`src/design/fscp_pkg.sv`:
```
// Shared constants and types for the first-seen color palette.
// No dependencies; imported by the palette top, fscp_lcg and the bench.
package fscp_pkg;

	// Default width of the color index used for lookups.
	localparam int INDEX_BITS_DEF = 8;

	// Generator constants: state = MUL * state + ADD, modulo 2^32.
	localparam logic [31:0] LCG_MUL  = 32'd1664525;
	localparam logic [31:0] LCG_ADD  = 32'd1013904223;
	localparam logic [31:0] LCG_SEED = 32'd42;

	// Configuration register map.
	localparam int CFG_ADDR_W = 1;
	localparam int CFG_DATA_W = 8;
	localparam logic [CFG_ADDR_W-1:0] REG_WHITE_INDEX = 1'd0;
	localparam logic [CFG_ADDR_W-1:0] REG_BLACK_INDEX = 1'd1;

	// Reset values of the configuration registers.
	localparam logic [CFG_DATA_W-1:0] WHITE_RESET = 8'd0;
	localparam logic [CFG_DATA_W-1:0] BLACK_RESET = 8'd1;

	localparam logic [23:0] RGB_WHITE = 24'hFFFFFF;
	localparam logic [23:0] RGB_BLACK = 24'h000000;

	// Frame tags stored beside each color. An entry counts as seen when its
	// tag equals the tag of the current frame; zero is the cleared tag and is
	// never used by a frame.
	localparam int EPOCH_BITS = 16;
	localparam logic [EPOCH_BITS-1:0] EPOCH_CLEARED = '0;
	localparam logic [EPOCH_BITS-1:0] EPOCH_FIRST   = EPOCH_BITS'(1);
	localparam logic [EPOCH_BITS-1:0] EPOCH_LAST    = '1;

	// One palette memory entry.
	typedef struct packed {
		logic [EPOCH_BITS-1:0] epoch;
		logic [23:0]           rgb;
	} palette_entry_t;

	// How the color of an item in flight is produced.
	typedef enum logic [1:0] {
		KIND_BLACK,
		KIND_WHITE,
		KIND_HIT,
		KIND_NEW
	} color_kind_t;

	// Generator control for one item.
	typedef struct packed {
		logic reseed;
		logic step;
	} lcg_ctrl_t;

endpackage

```
`src/design/fscp_lcg.sv`:
```
// 32-bit LCG with reseed, one step per cycle while ctrl.step is set.
// Depends on fscp_pkg.
module fscp_lcg
	import fscp_pkg::*;
(
	input  logic        clk,
	input  logic        arst_n,
	input  lcg_ctrl_t   ctrl,
	output logic [31:0] next_state
);

	logic [31:0] state_q;
	logic [31:0] base;

	// Reseed takes effect before the step of the same item.
	assign base       = ctrl.reseed ? LCG_SEED : state_q;
	assign next_state = base * LCG_MUL + LCG_ADD;

	always_ff @(posedge clk or negedge arst_n) begin
		if (!arst_n) begin
			state_q <= LCG_SEED;
		end else if (ctrl.step) begin
			state_q <= next_state;
		end else if (ctrl.reseed) begin
			state_q <= LCG_SEED;
		end
	end

endmodule

```
`config.mk`:
```
export PLATFORM = sky130hd
export DESIGN_NAME = fscp_lcg
export DESIGN_NICKNAME = d
export VERILOG_FILES = /design/src/design/fscp_pkg.sv /design/src/design/fscp_lcg.sv
export SDC_FILE = /design/constraint.sdc
export NUM_CORES = 1
export LEC_CHECK = 0
export BUFFER_PORTS_ARGS = -buffer_cell sky130_fd_sc_hd__buf_4
export CAP_MARGIN = 5
export CORE_UTILIZATION = 42
export DETAILED_ROUTE_END_ITERATION = 16
export PLACE_DENSITY = 0.6
export SYNTH_ARGS = -nofsm -noshare
export SYNTH_HDL_FRONTEND = slang
export SYNTH_SLANG_ARGS = --single-unit
```
`constraint.sdc`:
```
create_clock -name clk -period 10.7 [get_ports clk]
set_input_delay 2.14 -clock clk [delete_from_list [all_inputs] [get_ports clk]]
set_output_delay 2.14 -clock clk [all_outputs]
set_load 0.01 [all_outputs]
```
==> results.json <==
{
  "synth-async-reset-ratio": 1.00,
  "post_cts_resized": 0,
  "worstMarginPinSlew_ns": 0.665,
  "ant_nets": 0,
  "dieWidth_um": 145,
  "fin_nets": 1264,
  "cp-end-kind": "output port",
  "regMostFlops": "state_q",
  "synth_edf_count": 0,
  "port-buffer-count": 35,
  "critical_path_class": "in2out",
  "synth_cells": 927,
  "root_buffer": "clkbuf_16",
  "min_period_over_period": 0.965,
  "worstPathRequired_ns": 8.56,
  "critPathArrivalTime_ns": 8.18,
  "status": "completed",
  "crit_start": "ctrl[1]",
  "vias": 6106,
  "io_pins": 36,
  "clock_skew_ns": 0.00489,
  "post_cts_hold_buffer_count": 0,
  "setup_violations": 0,
  "gp_congestion": 0.900,
  "post_drt_via_cell_ratio": 4.93,
  "die_y_um": 145,
  "r2r_slack_ns": 4.37,
  "rsz0062_at_grt": "false",
  "h-tree-depth": 2,
  "syn_nets": 1223,
  "grt_usage": 0.214,
  "clkTransAtPathRegs_ns": 0.06,
  "rows": 52,
  "drv_cap": 0,
  "synth_seq_area_share": 0.0932,
  "clock-sinks": 32,
  "cts_tree": "done",
  "yosysWarnings": 0,
  "fill_cells": 2014,
  "synth_area_um2": 8630,
  "ys.flop_type": "dfrtp_1",
  "core_um2": 20200,
  "final-seq-area_um2": 805,
  "min_period_ns": 10.32,
  "start_kind": "input port",
  "hold_class": "reg2reg",
  "multi_input_area_um2": 6760,
  "syn_avg_cell_area_um2": 9.31,
  "largest_reg_flops": 32,
  "grt_pass1_vias": 6552,
  "path_max_fanout": 39,
  "grt-ovfl-total": 0,
  "clkLatencyLatePin_ns": 0.30,
  "postCtsSetupBuffers": 0,
  "ys_ff_latch": 32,
  "dieArea_um2": 21100,
  "area_delta_synth_final_pct": 9.28,
  "dp_hpwl_um": 18100,
  "synth_top_area_frac": 0.313,
  "hold_violations": 0,
  "max_freq_mhz": 96.9,
  "yosysTopAreaCell": "fa_1",
  "final.setup.tns_ns": 0,
  "grt_pass1_wl_um": 34800,
  "antenna_cells": 0,
  "start_util": 0.428,
  "worstSetupEndpoint": "next_state[31]",
  "drive_above_1_share": 0.0918,
  "drc": 0,
  "slew_viol_final": 0,
  "reg_top3": "state_q (32)",
  "drt_iter0_markers": 294,
  "r2r_start": "state_q[1]",
  "clk_path_buf_depth": 2,
  "r2r-end": "state_q[25]",
  "cts_buffers": 5,
  "wl_per_cell_um": 16.8,
  "wl_um": 20900,
  "relSlewSlack": 0.557,
  "reg2reg_depth": 22,
  "yosysUniqueCellTypes": 53,
  "grt_antenna_before_repair": 0,
  "dr.pass1.iters": 4,
  "synthTopCellsByArea": "fa_1, ha_1, inv_1",
  "grt_max_degree": 60
}
## cell type report
class                   instances  area share
repair buffers                 48      0.0386
multi-input cells             611       0.717
clock inverters                 1    0.000796
flip-flops and latches         32      0.0853
clock buffers                   7      0.0151
inverters                     270       0.107
well taps                     270      0.0358
## kinds of logic (layout without fill, tap and decap cells)
logic type      count (synthesis)  after routing  synth area share
simple gates                  137            137            0.0810
xor+xnor                       48             48            0.0487
compound gates                120            120            0.0945
mux                            14             14            0.0181
buf+inv                       284            326             0.124
flops                          32             32            0.0932
fa+ha+maj                     292            292             0.541
## worst min-delay path by stage
| stage | from | end | slack (ns) | depth (start not counted) |
|---|---|---|---|---|
| after CTS | state_q[31] | state_q[31] | 0.58 | 2 |
| after global placement | state_q[31] | state_q[31] | 0.57 | 2 |
| after floorplan | state_q[31] | state_q[31] | 0.53 | 2 |
| final | state_q[31] | state_q[31] | 0.57 | 2 |
| after detailed placement | state_q[31] | state_q[31] | 0.57 | 2 |
| after global routing | state_q[31] | state_q[31] | 0.62 | 2 |
## worst max-delay path, cell delays in order
cell,delay (ns)
buf_6,0.27
nand2b_1,0.25
inv_1,0.16
ha_1,0.31
ha_1,0.31
inv_1,0.05
fa_1,0.54
inv_1,0.05
fa_1,0.54
fa_1,0.44
fa_1,0.50
inv_1,0.05
fa_1,0.48
inv_1,0.04
ha_1,0.34
a2111oi_1,0.53
o211ai_1,0.16
a31oi_1,0.17
buf_4,0.16
a211oi_1,0.07
o21ai_0,0.26
xnor2_1,0.19
buf_4,0.16
## layer usage
metal	vias to the layer above	global-route usage	share of wire
li1	2966	-	-
met1	2995	0.311	0.49
met2	129	0.342	0.46
met3	16	0.0282	0.042
met4	0	0.0379	0.011
met5	-	0	0
## layout by cell type, fill, tap and decap left out, types with 14 or more instances in the layout
| master | n |
|---|---|
| a21oi_1 | 22 |
| buf_4 | 47 |
| dfrtp_1 | 29 |
| fa_1 | 135 |
| ha_1 | 157 |
| inv_1 | 270 |
| nand2_1 | 26 |
| nand2b_1 | 22 |
| nor2_1 | 34 |
| nor2b_1 | 14 |
| o21ai_0 | 30 |
| xnor2_1 | 44 |
## metrics by stage
step | setup slack, ns | hold slack, ns | util | std cells | instance area [µm²]
2_1_floorplan | 0.650 | 0.532 | - | 927 | 8630
3_3_place_gp | 0.359 | 0.568 | 0.460 | 1231 | 9280
3_5_place_dp | 0.273 | 0.570 | 0.460 | 1231 | 9280
4_1_cts | 0.205 | 0.580 | 0.467 | 1239 | 9430
5_1_grt | 0.00496 | 0.625 | 0.468 | 1239 | 9430
6_report | 0.376 | 0.574 | 0.468 | 1239 | 9430
## synthesized netlist by cell type, types with 2 or more instances
| cell | instances |
|---|---|
| inv_1 | 270 |
| ha_1 | 157 |
| fa_1 | 135 |
| xnor2_1 | 44 |
| nor2_1 | 34 |
| o21ai_0 | 30 |
| dfrtp_1 | 29 |
| nand2_1 | 26 |
| a21oi_1 | 22 |
| nand2b_1 | 22 |
| nor2b_1 | 14 |
| mux2_2 | 13 |
| clkbuf_1 | 11 |
| or2_2 | 10 |
| a21o_1 | 9 |
| o211ai_1 | 9 |
| nand3_1 | 8 |
| o21a_1 | 8 |
| a211oi_1 | 6 |
| and3_1 | 5 |
| and2_1 | 4 |
| nor3_1 | 4 |
| o21bai_1 | 4 |
| or3_1 | 4 |
| xor2_1 | 4 |
| a31o_2 | 3 |
| a31oi_1 | 3 |
| buf_1 | 3 |
| dfstp_2 | 3 |
| o22ai_1 | 3 |
| o31a_1 | 3 |
| a21boi_0 | 2 |
| a21boi_1 | 2 |
| nand3b_1 | 2 |
| nand4_1 | 2 |
| o21ai_2 | 2 |
Power is not shown: default switching activity piles up to over one toggle a cycle in this logic, so the estimate is an artifact.
